[src/kmp_pkg.sv]
`default_nettype none
// ----------------------------------------------------------------------------
// kmp_pkg: shared constants, types and codes of the substring search block
// Sizes of the pattern store and the text counter, word field codes and the
// structs that travel between the engine, the table memory and the top level.
// ----------------------------------------------------------------------------
package kmp_pkg;

	localparam int PATTERN_MAX   = 64;
	localparam int SYMBOL_BITS   = 8;
	localparam int POSITION_BITS = 32;

	localparam int IDX_W = $clog2(PATTERN_MAX);
	localparam int CNT_W = $clog2(PATTERN_MAX + 1);

	// Widths of the fields as they appear on the stream ports.
	localparam int SYMBOL_FIELD_W = 8;
	localparam int MATCH_POS_W    = 32;

	typedef logic [SYMBOL_BITS-1:0]   sym_t;
	typedef logic [IDX_W-1:0]         idx_t;
	typedef logic [CNT_W-1:0]         cnt_t;
	// Failure index in two's complement; the top bit set means minus one.
	typedef logic [IDX_W:0]           fail_t;
	typedef logic [POSITION_BITS-1:0] pos_t;

	localparam cnt_t  COUNT_MAX = CNT_W'(PATTERN_MAX);
	localparam fail_t FAIL_NONE = '1;

	localparam logic [1:0] MODE_PATTERN = 2'd0;
	localparam logic [1:0] MODE_TEXT    = 2'd1;
	localparam logic [1:0] MODE_END     = 2'd2;

	localparam logic [2:0] ST_PATTERN_OK = 3'd0;
	localparam logic [2:0] ST_NO_MATCH   = 3'd1;
	localparam logic [2:0] ST_MATCH      = 3'd2;
	localparam logic [2:0] ST_ALREADY    = 3'd3;
	localparam logic [2:0] ST_NOT_FOUND  = 3'd4;
	localparam logic [2:0] ST_OVERFLOW   = 3'd5;

	typedef struct packed {
		logic [1:0] mode;
		sym_t       symbol;
		logic       restart;
	} kmp_item_t;

	typedef struct packed {
		logic [2:0] status;
		pos_t       position;
	} kmp_res_t;

	typedef struct packed {
		sym_t  sym;
		fail_t fail;
	} kmp_entry_t;

	typedef struct packed {
		logic       en;
		idx_t       addr;
		kmp_entry_t data;
	} kmp_wr_t;

	typedef struct packed {
		logic en;
		idx_t addr;
	} kmp_rd_t;

endpackage
`default_nettype wire

[src/kmp_substring_search.sv]
`default_nettype none
// ----------------------------------------------------------------------------
// kmp_substring_search: streaming first-occurrence substring search
// Builds the failure table while pattern words arrive, then matches text
// words against it and reports the start of the first match.
// ----------------------------------------------------------------------------
//
// Channel   Direction  Fields (lowest bit first)
// s_*       in         tdata: symbol[7:0], restart[8]; tuser: mode[1:0]
// m_*       out        tdata: match_position[31:0]; tuser: status[2:0]
//
// A word with no table walk (overflow, first pattern symbol, empty prefix,
// end of text, already found, empty pattern) is accepted and handed off to
// the output register. A pattern or text word that walks the failure chain
// reads table entries one per cycle through the single read port of the
// table memory before its result is handed off.
// The stores are undefined until written, so reset clears only the state,
// counters and flags, and the block is ready in the first cycle after reset.
// A stalled output holds its word; the engine then finishes the next word
// and waits with it until the output register frees.
//
module kmp_substring_search import kmp_pkg::*; (
	input  wire         clk,
	input  wire         arst_n,
	input  wire         s_tvalid,
	output logic        s_tready,
	input  wire  [15:0] s_tdata,   // symbol[7:0], restart[8], zero[15:9]
	input  wire  [1:0]  s_tuser,   // mode[1:0]
	output logic        m_tvalid,
	input  wire         m_tready,
	output logic [31:0] m_tdata,   // match_position[31:0]
	output logic [2:0]  m_tuser    // status[2:0]
);

	kmp_item_t  item;
	kmp_res_t   res;
	kmp_res_t   m_res_q;
	logic       m_valid_q;
	logic       res_valid;
	logic       res_ready;
	kmp_wr_t    wr;
	kmp_rd_t    rd;
	kmp_entry_t rd_data;

	// Unpack the input word; only the low symbol bits take part in matching.
	assign item.mode    = s_tuser;
	assign item.symbol  = sym_t'(s_tdata[SYMBOL_FIELD_W-1:0]);
	assign item.restart = s_tdata[SYMBOL_FIELD_W];

	kmp_ram u_ram (
		.clk     (clk),
		.wr      (wr),
		.rd      (rd),
		.rd_data (rd_data)
	);

	// The engine runs one word at a time; its state machine is the interlock
	// that keeps a table write and a later read of the same entry apart.
	kmp_engine u_engine (
		.clk        (clk),
		.arst_n     (arst_n),
		.item_valid (s_tvalid),
		.item_ready (s_tready),
		.item       (item),
		.res_valid  (res_valid),
		.res_ready  (res_ready),
		.res        (res),
		.wr         (wr),
		.rd         (rd),
		.rd_data    (rd_data)
	);

	// Output register: takes a new result when empty or when being drained.
	assign res_ready = !m_valid_q || m_tready;

	always_ff @(posedge clk or negedge arst_n) begin
		if (!arst_n) begin
			m_valid_q <= 1'b0;
		end else if (res_valid && res_ready) begin
			m_valid_q <= 1'b1;
		end else if (m_tready) begin
			m_valid_q <= 1'b0;
		end
	end

	always_ff @(posedge clk) begin
		if (res_valid && res_ready) begin
			m_res_q <= res;
		end
	end

	assign m_tvalid = m_valid_q;
	assign m_tdata  = MATCH_POS_W'(m_res_q.position);
	assign m_tuser  = m_res_q.status;

	// After a word is taken the engine is busy and not ready in the next cycle.
	a_one_word_at_a_time: assert property (@(posedge clk) disable iff (!arst_n)
		s_tvalid && s_tready |=> !s_tready)
		else $error("engine accepted a second word straight after the first");

	// Only a match carries a position; every other status reports zero.
	a_position_only_on_match: assert property (@(posedge clk) disable iff (!arst_n)
		m_tvalid && (m_tuser != ST_MATCH) |-> (m_tdata == '0))
		else $error("non-zero position on a result that is not a match");

	// A ready engine holds no unfinished result.
	a_ready_means_drained: assert property (@(posedge clk) disable iff (!arst_n)
		s_tready |-> !res_valid)
		else $error("engine ready while a result is still pending");

endmodule
`default_nettype wire

[src/kmp_ram.sv]
`default_nettype none
// ----------------------------------------------------------------------------
// kmp_ram: pattern and failure table memory
// One entry per pattern index holds the symbol and its failure index. One
// write port and one read port with registered read data.
// ----------------------------------------------------------------------------
module kmp_ram import kmp_pkg::*; (
	input  wire        clk,
	input  kmp_wr_t    wr,
	input  kmp_rd_t    rd,
	output kmp_entry_t rd_data
);

	kmp_entry_t mem [PATTERN_MAX];

	always_ff @(posedge clk) begin
		if (wr.en) begin
			mem[wr.addr] <= wr.data;
		end
	end

	always_ff @(posedge clk) begin
		if (rd.en) begin
			rd_data <= mem[rd.addr];
		end
	end

endmodule
`default_nettype wire

[src/kmp_engine.sv]
`default_nettype none
// ----------------------------------------------------------------------------
// kmp_engine: table builder and text matcher
// Holds the search state and walks the failure chain in the table memory,
// one entry per cycle, for both pattern and text words.
// ----------------------------------------------------------------------------
module kmp_engine import kmp_pkg::*; (
	input  wire        clk,
	input  wire        arst_n,
	input  wire        item_valid,
	output logic       item_ready,
	input  kmp_item_t  item,
	output logic       res_valid,
	input  wire        res_ready,
	output kmp_res_t   res,
	output kmp_wr_t    wr,
	output kmp_rd_t    rd,
	input  kmp_entry_t rd_data
);

	typedef enum logic [2:0] {
		S_IDLE = 3'b001,
		S_WALK = 3'b010,
		S_DONE = 3'b100
	} eng_state_t;

	eng_state_t state_q;
	cnt_t       count_q;
	fail_t      prefix_q;
	idx_t       match_q;
	pos_t       tpos_q;
	logic       found_q;
	logic       is_pat_q;
	sym_t       last_sym_q;
	sym_t       key_q;
	sym_t       wsym_q;
	fail_t      cur_q;
	kmp_res_t   res_q;

	logic  accept;
	cnt_t  count_eff;
	fail_t prefix_eff;
	logic  found_eff;
	idx_t  match_eff;
	idx_t  t_start;
	logic  hit;
	logic  fin;
	fail_t fin_r;
	cnt_t  fin_next;
	cnt_t  back;
	pos_t  match_pos;

	assign accept     = item_valid && (state_q == S_IDLE);
	assign item_ready = (state_q == S_IDLE);
	assign res_valid  = (state_q == S_DONE);
	assign res        = res_q;

	assign count_eff  = (item.mode == MODE_PATTERN && item.restart) ? '0 : count_q;
	assign prefix_eff = item.restart ? FAIL_NONE : prefix_q;
	assign found_eff  = item.restart ? 1'b0 : found_q;
	assign match_eff  = item.restart ? '0 : match_q;
	assign t_start    = (CNT_W'(match_eff) < count_q) ? match_eff : '0;

	assign hit = (rd_data.sym == key_q);

	// Step taken during a walk on the entry read last cycle.
	always_comb begin
		fin   = 1'b0;
		fin_r = FAIL_NONE;
		if (state_q == S_WALK) begin
			fin   = hit || rd_data.fail[IDX_W];
			fin_r = hit ? cur_q : rd_data.fail;
		end
	end

	assign fin_next = fin_r[IDX_W] ? '0 : CNT_W'(fin_r[IDX_W-1:0]) + CNT_W'(1);

	assign back      = count_q - CNT_W'(1);
	assign match_pos = (tpos_q >= POSITION_BITS'(back)) ? tpos_q - POSITION_BITS'(back) : '0;

	always_comb begin
		rd      = '0;
		wr      = '0;
		wr.addr = count_q[IDX_W-1:0];
		if (accept) begin
			wr.addr     = count_eff[IDX_W-1:0];
			wr.data.sym = item.symbol;
			if (item.mode == MODE_PATTERN) begin
				if (count_eff == '0) begin
					wr.en        = 1'b1;
					wr.data.fail = FAIL_NONE;
				end else if (count_eff != COUNT_MAX && prefix_eff[IDX_W]) begin
					wr.en        = 1'b1;
					wr.data.fail = '0;
				end else if (count_eff != COUNT_MAX) begin
					rd.en   = 1'b1;
					rd.addr = prefix_eff[IDX_W-1:0];
				end
			end else if (item.mode == MODE_TEXT && !found_eff && count_q != '0) begin
				rd.en   = 1'b1;
				rd.addr = t_start;
			end
		end else if (state_q == S_WALK) begin
			wr.data.sym  = wsym_q;
			wr.data.fail = fail_t'(fin_next);
			if (fin) begin
				wr.en = is_pat_q;
			end else begin
				rd.en   = 1'b1;
				rd.addr = rd_data.fail[IDX_W-1:0];
			end
		end
	end

	always_ff @(posedge clk or negedge arst_n) begin
		if (!arst_n) begin
			state_q  <= S_IDLE;
			count_q  <= '0;
			prefix_q <= FAIL_NONE;
			match_q  <= '0;
			tpos_q   <= '0;
			found_q  <= 1'b0;
			is_pat_q <= 1'b0;
		end else begin
			case (state_q)
				S_IDLE: begin
					if (accept) begin
						case (item.mode)
							MODE_PATTERN: begin
								match_q <= '0;
								tpos_q  <= '0;
								found_q <= 1'b0;
								if (item.restart) begin
									count_q  <= '0;
									prefix_q <= FAIL_NONE;
								end
								if (count_eff == COUNT_MAX) begin
									state_q <= S_DONE;
								end else if (count_eff == '0) begin
									count_q  <= CNT_W'(1);
									prefix_q <= FAIL_NONE;
									state_q  <= S_DONE;
								end else if (prefix_eff[IDX_W]) begin
									count_q  <= count_q + CNT_W'(1);
									prefix_q <= '0;
									state_q  <= S_DONE;
								end else begin
									is_pat_q <= 1'b1;
									state_q  <= S_WALK;
								end
							end
							MODE_TEXT, MODE_END: begin
								if (item.restart) begin
									match_q <= '0;
									tpos_q  <= '0;
									found_q <= 1'b0;
								end
								if (!found_eff && count_q == '0) begin
									found_q <= 1'b1;
									state_q <= S_DONE;
								end else if (!found_eff && item.mode == MODE_TEXT) begin
									is_pat_q <= 1'b0;
									state_q  <= S_WALK;
								end else begin
									state_q <= S_DONE;
								end
							end
							default: begin
								state_q <= S_DONE;
							end
						endcase
					end
				end
				S_WALK: begin
					if (fin) begin
						state_q <= S_DONE;
						if (is_pat_q) begin
							count_q  <= count_q + CNT_W'(1);
							prefix_q <= fail_t'(fin_next);
						end else begin
							if (fin_next >= count_q) begin
								found_q <= 1'b1;
								match_q <= '0;
							end else begin
								match_q <= fin_next[IDX_W-1:0];
							end
							if (tpos_q != '1) begin
								tpos_q <= tpos_q + POSITION_BITS'(1);
							end
						end
					end
				end
				S_DONE: begin
					if (res_ready) begin
						state_q <= S_IDLE;
					end
				end
				default: begin
					state_q <= S_IDLE;
				end
			endcase
		end
	end

	// Payload registers: walk operands and the pending result.
	always_ff @(posedge clk) begin
		case (state_q)
			S_IDLE: begin
				if (accept) begin
					res_q.position <= '0;
					res_q.status   <= ST_NO_MATCH;
					cur_q          <= {1'b0, t_start};
					key_q          <= item.symbol;
					wsym_q         <= item.symbol;
					case (item.mode)
						MODE_PATTERN: begin
							key_q <= last_sym_q;
							cur_q <= prefix_eff;
							if (count_eff == COUNT_MAX) begin
								res_q.status <= ST_OVERFLOW;
							end else begin
								res_q.status <= ST_PATTERN_OK;
								if (count_eff == '0 || prefix_eff[IDX_W]) begin
									last_sym_q <= item.symbol;
								end
							end
						end
						MODE_TEXT, MODE_END: begin
							if (found_eff) begin
								res_q.status <= ST_ALREADY;
							end else if (count_q == '0) begin
								res_q.status <= ST_MATCH;
							end else if (item.mode == MODE_END) begin
								res_q.status <= ST_NOT_FOUND;
							end
						end
						default: begin
							res_q.status <= ST_NO_MATCH;
						end
					endcase
				end
			end
			S_WALK: begin
				if (fin) begin
					if (is_pat_q) begin
						res_q.status <= ST_PATTERN_OK;
						last_sym_q   <= wsym_q;
					end else if (fin_next >= count_q) begin
						res_q.status   <= ST_MATCH;
						res_q.position <= match_pos;
					end else begin
						res_q.status <= ST_NO_MATCH;
					end
				end else begin
					cur_q <= rd_data.fail;
				end
			end
			default: begin
			end
		endcase
	end

endmodule
`default_nettype wire

[config.mk]
export PLATFORM = sky130hd
export DESIGN_NAME = kmp_substring_search
export DESIGN_NICKNAME = d
export VERILOG_FILES = /design/src/kmp_pkg.sv /design/src/kmp_substring_search.sv /design/src/kmp_ram.sv /design/src/kmp_engine.sv
export SDC_FILE = /design/constraint.sdc
export NUM_CORES = 2
export LEC_CHECK = 0
export ABC_AREA = 1
export BUFFER_PORTS_ARGS = -buffer_cell sky130_fd_sc_hd__buf_4
export CELL_PAD_IN_SITES_DETAIL_PLACEMENT = 0
export CELL_PAD_IN_SITES_GLOBAL_PLACEMENT = 2
export CORE_MARGIN = 8
export CORE_UTILIZATION = 47
export DETAILED_ROUTE_END_ITERATION = 10
export GPL_TIMING_DRIVEN = 0
export PLACE_DENSITY = 0.88
export SYNTH_ARGS = -nofsm -noshare
export SYNTH_HDL_FRONTEND = slang
export SYNTH_SLANG_ARGS = --single-unit
[constraint.sdc]
create_clock -name clk -period 7.8 [get_ports clk]
set_input_delay 0.39 -clock clk [delete_from_list [all_inputs] [get_ports clk]]
set_output_delay 0.39 -clock clk [all_outputs]
set_load 0.02 [all_outputs]
; After elaboration in Yosys (flattened, before gate mapping)
; Memories as Yosys holds them, arrays and structs flattened. A register that Yosys moved wholly into a read port is not among the register bits.
; Index checks and enable logic that the tools add are counted.
[totals]
register_bits = 159
ram_bits = 960
in_bits = 22
out_inout_bits = 37
elab_cells = 193
mem_count = 1
[mem_list]
columns = memory, words, width, rd, rd_ports_with_merged_regs, write_ports, line
row1 = u_ram.mem, 64, 15, 1, 1, 1, kmp_ram.sv:14  ; kmp_entry_t mem [PATTERN_MAX];
[classes]
addsub = 5
order_cmp = 3
eq_ne = 27
muxes = 110
reduce_logical = 31
[op_table]
columns = cell, n
row1 = two-way mux 32 bit, 8
row2 = two-way mux 7 bit, 32
row3 = one-hot mux 32 bit (2 select lines), 2
row4 = two-way mux 35 bit, 2
row5 = one-hot mux 35 bit (2 select lines), 1
row6 = two-way mux 8 bit, 7
row7 = two-way mux 6 bit, 8
row8 = one-hot mux 7 bit (2 select lines), 3
row9 = two-way mux 3 bit, 12
row10 = adder 32 x 1 -> 32 bit (second input constant), 1
row11 = greater-or-equal comparator 32 x 7 -> 1 bit, 1
row12 = inequality test 32 bit (second input constant), 1
row13 = subtractor 32 x 7 -> 32 bit, 1
row14 = two-way mux 15 bit, 2
row15 = one-hot mux 6 bit (2 select lines), 2
row16 = two-way mux 1 bit, 22
row17 = inequality test 2 bit (second input constant), 9
row18 = one-hot mux 8 bit (2 select lines), 1
row19 = AND reduction 5 bit, 3
row20 = logical NOT 7 bit, 2
row21 = inequality test 2 x 1 -> 1 bit (second input constant), 7
row22 = AND reduction 7 bit, 2
row23 = one-hot mux 3 bit (2 select lines), 2
row24 = one-hot mux 3 bit (3 select lines), 1
row25 = 28 further kinds, 44

; Depth between registers and ports, before layout
[logic_depth]
depth_word = 11
depth_mapped = 26
mapped_depth_nobuf = 26

; Hierarchy
; Synthesis repeated with hierarchy kept, for this count alone.
[hier_totals]
hier_cells = 4435
hier_area_um2 = 48796.8
[by_module_without_submodules]
columns = mod, n_inst, cells_each, area_each_um2, seq_area_each_um2
row1 = kmp_ram, 1, 3322, 39487.9, 29278.1
row2 = kmp_engine, 1, 1072, 8212.9, 3418.3
row3 = kmp_substring_search, 1, 41, 1096.1, 1076.0

; Least setup slack after synthesis
; Ideal clock, no wire load.
[synth_timing]
path_type = register to register
startpoint = reg u_engine.key_q[0]
endpoint = reg u_engine.res_q (netlist bit u_engine.res[0]), enable pin
setup_time_ns = 0.461
arrival_ns = 4.742
required_ns = 7.339
setup_slack_ns = 2.597
path_stages_with_launch = 23
n_path_buf = 0
period_less_slack_ns = 5.203
cell_sequence = edfxtp_1 -> xnor2_1 -> nand2_1 -> nor2_1 -> nand2_2 -> clkinv_1 -> nor2_1 -> nor3_1 -> inv_1 -> ha_1 -> nand2_1 -> inv_1 -> nand2_1 -> nor2_1 -> nand3_1 -> inv_1 -> ha_1 -> nand2_1 -> inv_1 -> nand4_1 -> o2111ai_1 -> nor2_1 -> nor3_1
[synth_between]
elab_chain_cells = 8
elab_cells_between_ends = 11
classes_between = 1 x add/sub / 1 x order compare / 3 x eq/ne / 4 x mux / 2 x reduce/logical
[synth_rtl]
columns = item, line
row1 = from (decl), kmp_engine.sv:35  ; sym_t key_q;
row2 = from (signal assigned), kmp_engine.sv:213  ; key_q <= item.symbol;
row3 = from (signal assigned), kmp_engine.sv:217  ; key_q <= last_sym_q;
row4 = equality test 8 bit *, kmp_engine.sv:64  ; assign hit = (rd_data.sym == key_q);
row5 = two-way mux 7 bit, kmp_engine.sv:72  ; fin_r = hit ? cur_q : rd_data.fail;
row6 = two-way mux 7 bit, kmp_engine.sv:70  ; if (state_q == S_WALK) begin
row7 = adder 6 x 1 -> 7 bit, kmp_engine.sv:76  ; assign fin_next = fin_r[IDX_W] ? '0 : CNT_W'(fin_r[IDX_W-1:0]) + CNT_W'(1);
row8 = two-way mux 7 bit, kmp_engine.sv:76
row9 = greater-or-equal comparator 7 bit, kmp_engine.sv:248  ; end else if (fin_next >= count_q) begin
row10 = inequality test 2 bit (no line), --
row11 = AND reduction 5 bit (no line) *, --
row12 = to (decl), kmp_engine.sv:38  ; kmp_res_t res_q;
; Mark *: on every way between the ends. The rest lies on a longest branch, timed or not.
; A chain may end at the register's enable or synchronous reset.

; Worst setup path after layout
[layout_timing]
startpoint = reg u_engine.state_q[0]
endpoint = mem u_ram.mem[19][1] (netlist bit), enable pin
[layout_between]
elab_chain_cells = 7
elab_cells_between_ends = 10
classes_between = 2 x eq/ne / 7 x mux / 1 x reduce/logical
[layout_rtl]
columns = item, line
row1 = from (decl), kmp_engine.sv:27  ; eng_state_t state_q;
row2 = from (signal assigned), kmp_engine.sv:117  ; state_q <= S_IDLE;
row3 = from (signal assigned), kmp_engine.sv:138  ; state_q <= S_DONE;
row4 = from (signal assigned), kmp_engine.sv:142  ; state_q <= S_DONE;
row5 = equality test 3 x 2 -> 1 bit, "kmp_engine.sv:70, kmp_engine.sv:103"
row6 = two-way mux 1 bit, kmp_engine.sv:70
row7 = two-way mux 1 bit, kmp_engine.sv:106  ; if (fin) begin
row8 = two-way mux 1 bit, kmp_engine.sv:103  ; end else if (state_q == S_WALK) begin
row9 = two-way mux 1 bit, kmp_engine.sv:85  ; if (accept) begin
row10 = two-way mux 1 bit, kmp_ram.sv:17  ; if (wr.en) begin
row11 = two-way mux 1 bit (implied by the code), kmp_ram.sv:18  ; mem[wr.addr] <= wr.data;
row12 = to (decl), kmp_ram.sv:14
; Several ways; a longest one is shown, not always the timed one.

==> metrics.md <==
| Metric | Value |
|---|---|
| Clk buf depth | 3 |
| Initial Util | 0.4744 |
| Setup crit end kind | register |
| Width of the die | between 300 and 400 um |
| Sw Share | 0.3551 |
| Met2 WL | 71210 um |
| Fin util | 0.5464 |
| Worst-Skew Late Latency | 0.71 ns |
| Gr usage total | 0.2718 |
| Placed cell areas | approximately 53000 um^2 |
| RSZ-0062 raised after global routing | no |
| DR vias | roughly 36k |
| Synth Area per Inst | 11.26 um^2 |
| Share of cells above drive strength 1 | 0.1315 |
| Pint | 11600 uW |
| Register area share after synthesis | 0.6869 |
| HP Start | s_tdata[8] |
| Slowest cell delay on critical path | 1.15 ns |
| Initial antenna violation count | 4 |
| Post-synth cell types | 48 |
| CTS Buf Count | roughly 120 |
| Die Area | 115200 um^2 |
| Met3 WL | between 15000 and 20000 um |
| Critical R2R Launch | u_engine.state_q[0]$_DFFE_PN1P_ |
| Number of synthesized flops with an enable pin | 1076 |
| Worst path required time | around 8 ns |
| Synthesis-to-layout area growth | 15.20% |
| CTS tree | yes |
| #FFs+latches synth | between 1k and 1.5k |
| Final worst-path setup slack | ~2.3 ns |
| CTS root buffer | clkbuf_16 |
| Largest net degree at the start of global routing | 59 |
| GRT overflow | 0 |
| DRT met1 WL | between 60000 and 70000 um |
| Worst setup SP type | register |
| Top cell by count, worst path | inv_1 |
| Crit path from | u_engine.state_q[0]$_DFFE_PN1P_ |
| Routability Congestion | 0.9101 |
| Synth Instances | approximately 4.4k |
| Fin. max-slew vios | 0 |
| Max-slew headroom | 0.06381 |
| Drt pass-1 iters | 6 |
| P_sw | roughly 6400 uW |
| Minimum clock period | 5.509 ns |
| Number of remaining DRC errors | 0 |
| Worst Path Max Fanout | 23 |
| Hold Violations, Final | 0 |
| Final ANT Viol Nets | 0 |
| Fill cells | between 8k and 9k |
| Clock skew | around 0.028 ns |
| Max cap viols | 0 |
| Async S/R FF share, synth | 0.05115 |
| Vias per std cell | 5.940 |
| Antenna cells | 0 |
| Slowest-stage cell, CP | nor2_2 |
| First-pass GRT wire length | approximately 230000 um |
| I/O Buffers | between 50 and 60 |
| Reg power frac | 0.401 |
| Post-synthesis cell area | between 40000 and 50000 um^2 |
| Pleak | between 0.02 and 0.025 uW |
| Slew @ Worst Pin | roughly 1.4 ns |
| VDD IR max | about 0.21 mV |
| DP Worst Slack | about 2 ns |
| Hold crit path type | in -> reg |
| Core area | 103600 um^2 |
| Syn. warnings | 0 |
| Post-route cell area | approximately 57000 um^2 |
| Cts repair resizes | 0 |
| Clk sinks | around 1.1k |
| Count of endpoints failing setup in the final report | 0 |
| HPWL after detailed placement | between 100000 and 150000 um |
| Nets@finish | 4672 |
| Total wire length | ~160000 um |
| Number of global-route vias before repair | approximately 34k |
| Htree depth | 3 |
| Pwr Density | roughly 320 nW/um^2 |
| Top_reg_cell synth | edfxtp_1 |
| Status | finished, final reports clean |
| Total power | around 18000 uW |
| Combinational fraction of design power | 0.300 |
| Die H | 339.4 um |
| Std-Cell Rows | approximately 120 |
| CP cell instances | inv_1 -> nor3_4 -> inv_2 -> nor2_4 -> inv_2 -> nor2_1 -> inv_1 -> a21oi_1 -> nand2_1 -> inv_1 -> buf_4 -> nand3_1 -> nor2_2 |
| Ports | between 50 and 60 |
| Setup Crit Path Kind | reg -> reg |
| DRT iter0 DRCs | between 4k and 5k |
| Routed WL per cell | roughly 27 um |
| Final worst path period share | 0.7063 |
| Syn nets | about 4.4k |
| CTS clk-pin slew, worst paths | ~0.060 ns |
| Arrival @ worst endpoint | slightly below 6 ns |
| Top layer in use | met5 |
| Peak Freq | between 150 and 200 MHz |
| Clk pwr share | 0.299 |
==> routing by layer <==
layer | vias up | global-route usage
met3 | 290 | 0.05996
met2 | 1766 | 0.4077
met1 | 17920 | 0.3906
met4 | 4 | 0.09540
met5 | - | 0
li1 | 16220 | -
==> power by group through the flow <==
stage	Sequential [uW]	Clock, uW	Combinational, uW
floorplan	7380	0	3070
global placement	7410	0	5030
detailed placement	7340	0	5270
CTS	7210	5410	5290
global route	7230	5630	5790
finish	7210	5370	5400
==> cells by family after synthesis <==
family                     Yosys count  synth area share
and+or+nand+nor                   2505            0.2318
adders and majority gates           29          0.007533
DFF                               1134            0.6869
xor gates and xnor gates            41          0.007304
AOI/OAI and AO/OA                  194           0.02311
buffers and inverters              465           0.04337
==> synth_stat cells (3+ instances only) <==
library cell	instances	share of area
a211oi_1	4	0.00061
a21oi_1	59	0.0060
a22oi_1	10	0.0015
a31oi_1	11	0.0014
buf_1	21	0.0016
buf_2	198	0.020
buf_4	8	0.0012
buf_6	13	0.0030
clkbuf_1	48	0.0037
clkinv_1	4	0.00031
dfrtp_1	50	0.025
dfstp_2	8	0.0043
edfxtp_1	1076	0.66
ha_1	28	0.0071
inv_1	161	0.012
inv_2	11	0.00084
nand2_1	824	0.063
nand2_2	10	0.0013
nand3_1	1371	0.14
nand4_1	28	0.0036
nor2_1	197	0.015
nor2_2	6	0.00076
nor2_4	5	0.0011
nor3_1	41	0.0042
nor4_1	16	0.0020
o21a_1	3	0.00046
o21ai_0	60	0.0061
o21ai_1	3	0.00031
o22ai_1	14	0.0018
o31ai_1	15	0.0023
o32ai_1	4	0.00071
or2_2	3	0.00038
xnor2_1	9	0.0016
xor2_1	32	0.0057
==> per-stage QoR <==
stage / TNS [ns] / hold WS (ns) / instances
2_1_floorplan: 0 / 0.09441 / 4368
3_3_place_gp: -305.43 / 0.4031 / 5799
3_5_place_dp: 0 / 0.4045 / 5870
4_1_cts: 0 / 0.1807 / 6094
5_1_grt: 0 / 0.2301 / 6094
6_report: 0 / 0.2242 / 6094
==> final timing paths <==
kind                                                         to  slack [ns]  cells past startpoint
worst max-delay path                 u_ram.mem[19][1]$_DFFE_PP_        2.29                     13
worst min-delay path            u_engine.count_q[0]$_DFFE_PN0P_        0.22                      4
worst max register to register       u_ram.mem[19][1]$_DFFE_PP_        2.29                     13
worst min register to register            m_tdata[26]$_DFFE_PP_        0.42                      0
max in group asynchronous       u_engine.tpos_q[28]$_DFFE_PN0P_        6.89                      2
min in group asynchronous       u_engine.match_q[3]$_DFFE_PN0P_        0.33                      2
==> registers in the layout (all words and copies together) (netlist names) <==
register / count
u_engine.res: 35
u_engine.key_q: 8
u_engine.match_q: 6
u_engine.last_sym_q: 8
u_engine.prefix_q: 7
u_engine.tpos_q: 32
u_engine.found_q: 1
m_tuser: 3
u_engine.count_q: 7
m_tvalid: 1
u_engine.is_pat_q: 1
u_ram.mem: 960
m_tdata: 32
u_engine.cur_q: 7
u_engine.state_q: 3
u_ram.rd_data: 15
u_engine.wsym_q: 8
==> cells in the final DEF (no fill, tap or decap), types with 4 or more instances in the layout <==
cell type | netlist | final
nor4_1 | 16 | 12
o21ai_0 | 60 | 59
bufinv_16 | 0 | 7
clkbuf_1 | 48 | 78
buf_2 | 198 | 198
nor3_1 | 41 | 39
xnor2_1 | 9 | 9
dlygate4sd3_1 | 0 | 11
o32ai_1 | 4 | 4
edfxtp_1 | 1076 | 1076
ha_1 | 28 | 28
a21oi_1 | 59 | 59
nor2_1 | 197 | 142
clkinv_2 | 0 | 18
o22ai_4 | 0 | 8
nor2_2 | 6 | 60
buf_4 | 8 | 66
buf_12 | 0 | 11
a31oi_1 | 11 | 11
a22oi_1 | 10 | 10
buf_1 | 21 | 21
buf_6 | 13 | 19
nand2_2 | 10 | 10
nand4_1 | 28 | 28
buf_16 | 0 | 19
nand2_1 | 824 | 817
xor2_1 | 32 | 32
o22ai_1 | 14 | 6
buf_8 | 1 | 29
dfrtp_1 | 50 | 50
nor2_4 | 5 | 6
o31ai_1 | 15 | 15
nand2_4 | 0 | 7
nand3_1 | 1371 | 1371
inv_2 | 11 | 11
clkbuf_16 | 0 | 120
nor4_2 | 0 | 4
clkinv_1 | 4 | 36
inv_1 | 161 | 161
dfstp_2 | 8 | 8
==> worst max-delay path: cells and delay by family (launching register included) <==
family	cells	cell delay, ns
AOI/OAI and AO/OA	1	0.26
DFF	1	0.53
buffers and inverters	6	1.06
and+or+nand+nor	6	3.27
==> cell type report <==
cell class / instances / area [um^2] / share of cell area
Inverter: 176 / 660.6 / 0.01166
Timing Repair Buffer: 133 / 1777 / 0.03137
Clock buffer: 151 / 3129 / 0.05525
Multi-Input combinational cell: 2769 / 13620 / 0.2404
Clock inverter: 62 / 481.7 / 0.008505
Tap cell: 1380 / 1727 / 0.03049
Sequential cell: 1134 / 33770 / 0.5963
Buffer: 289 / 1471 / 0.02598
==> timing repair <==
item / 4_1_cts / 5_1_grt
setup buffers: 0 / 0
hold endpoints to repair: 67 / 0
hold buffers: 11 / 0
Note: power is estimated with default switching activity, not from simulation.
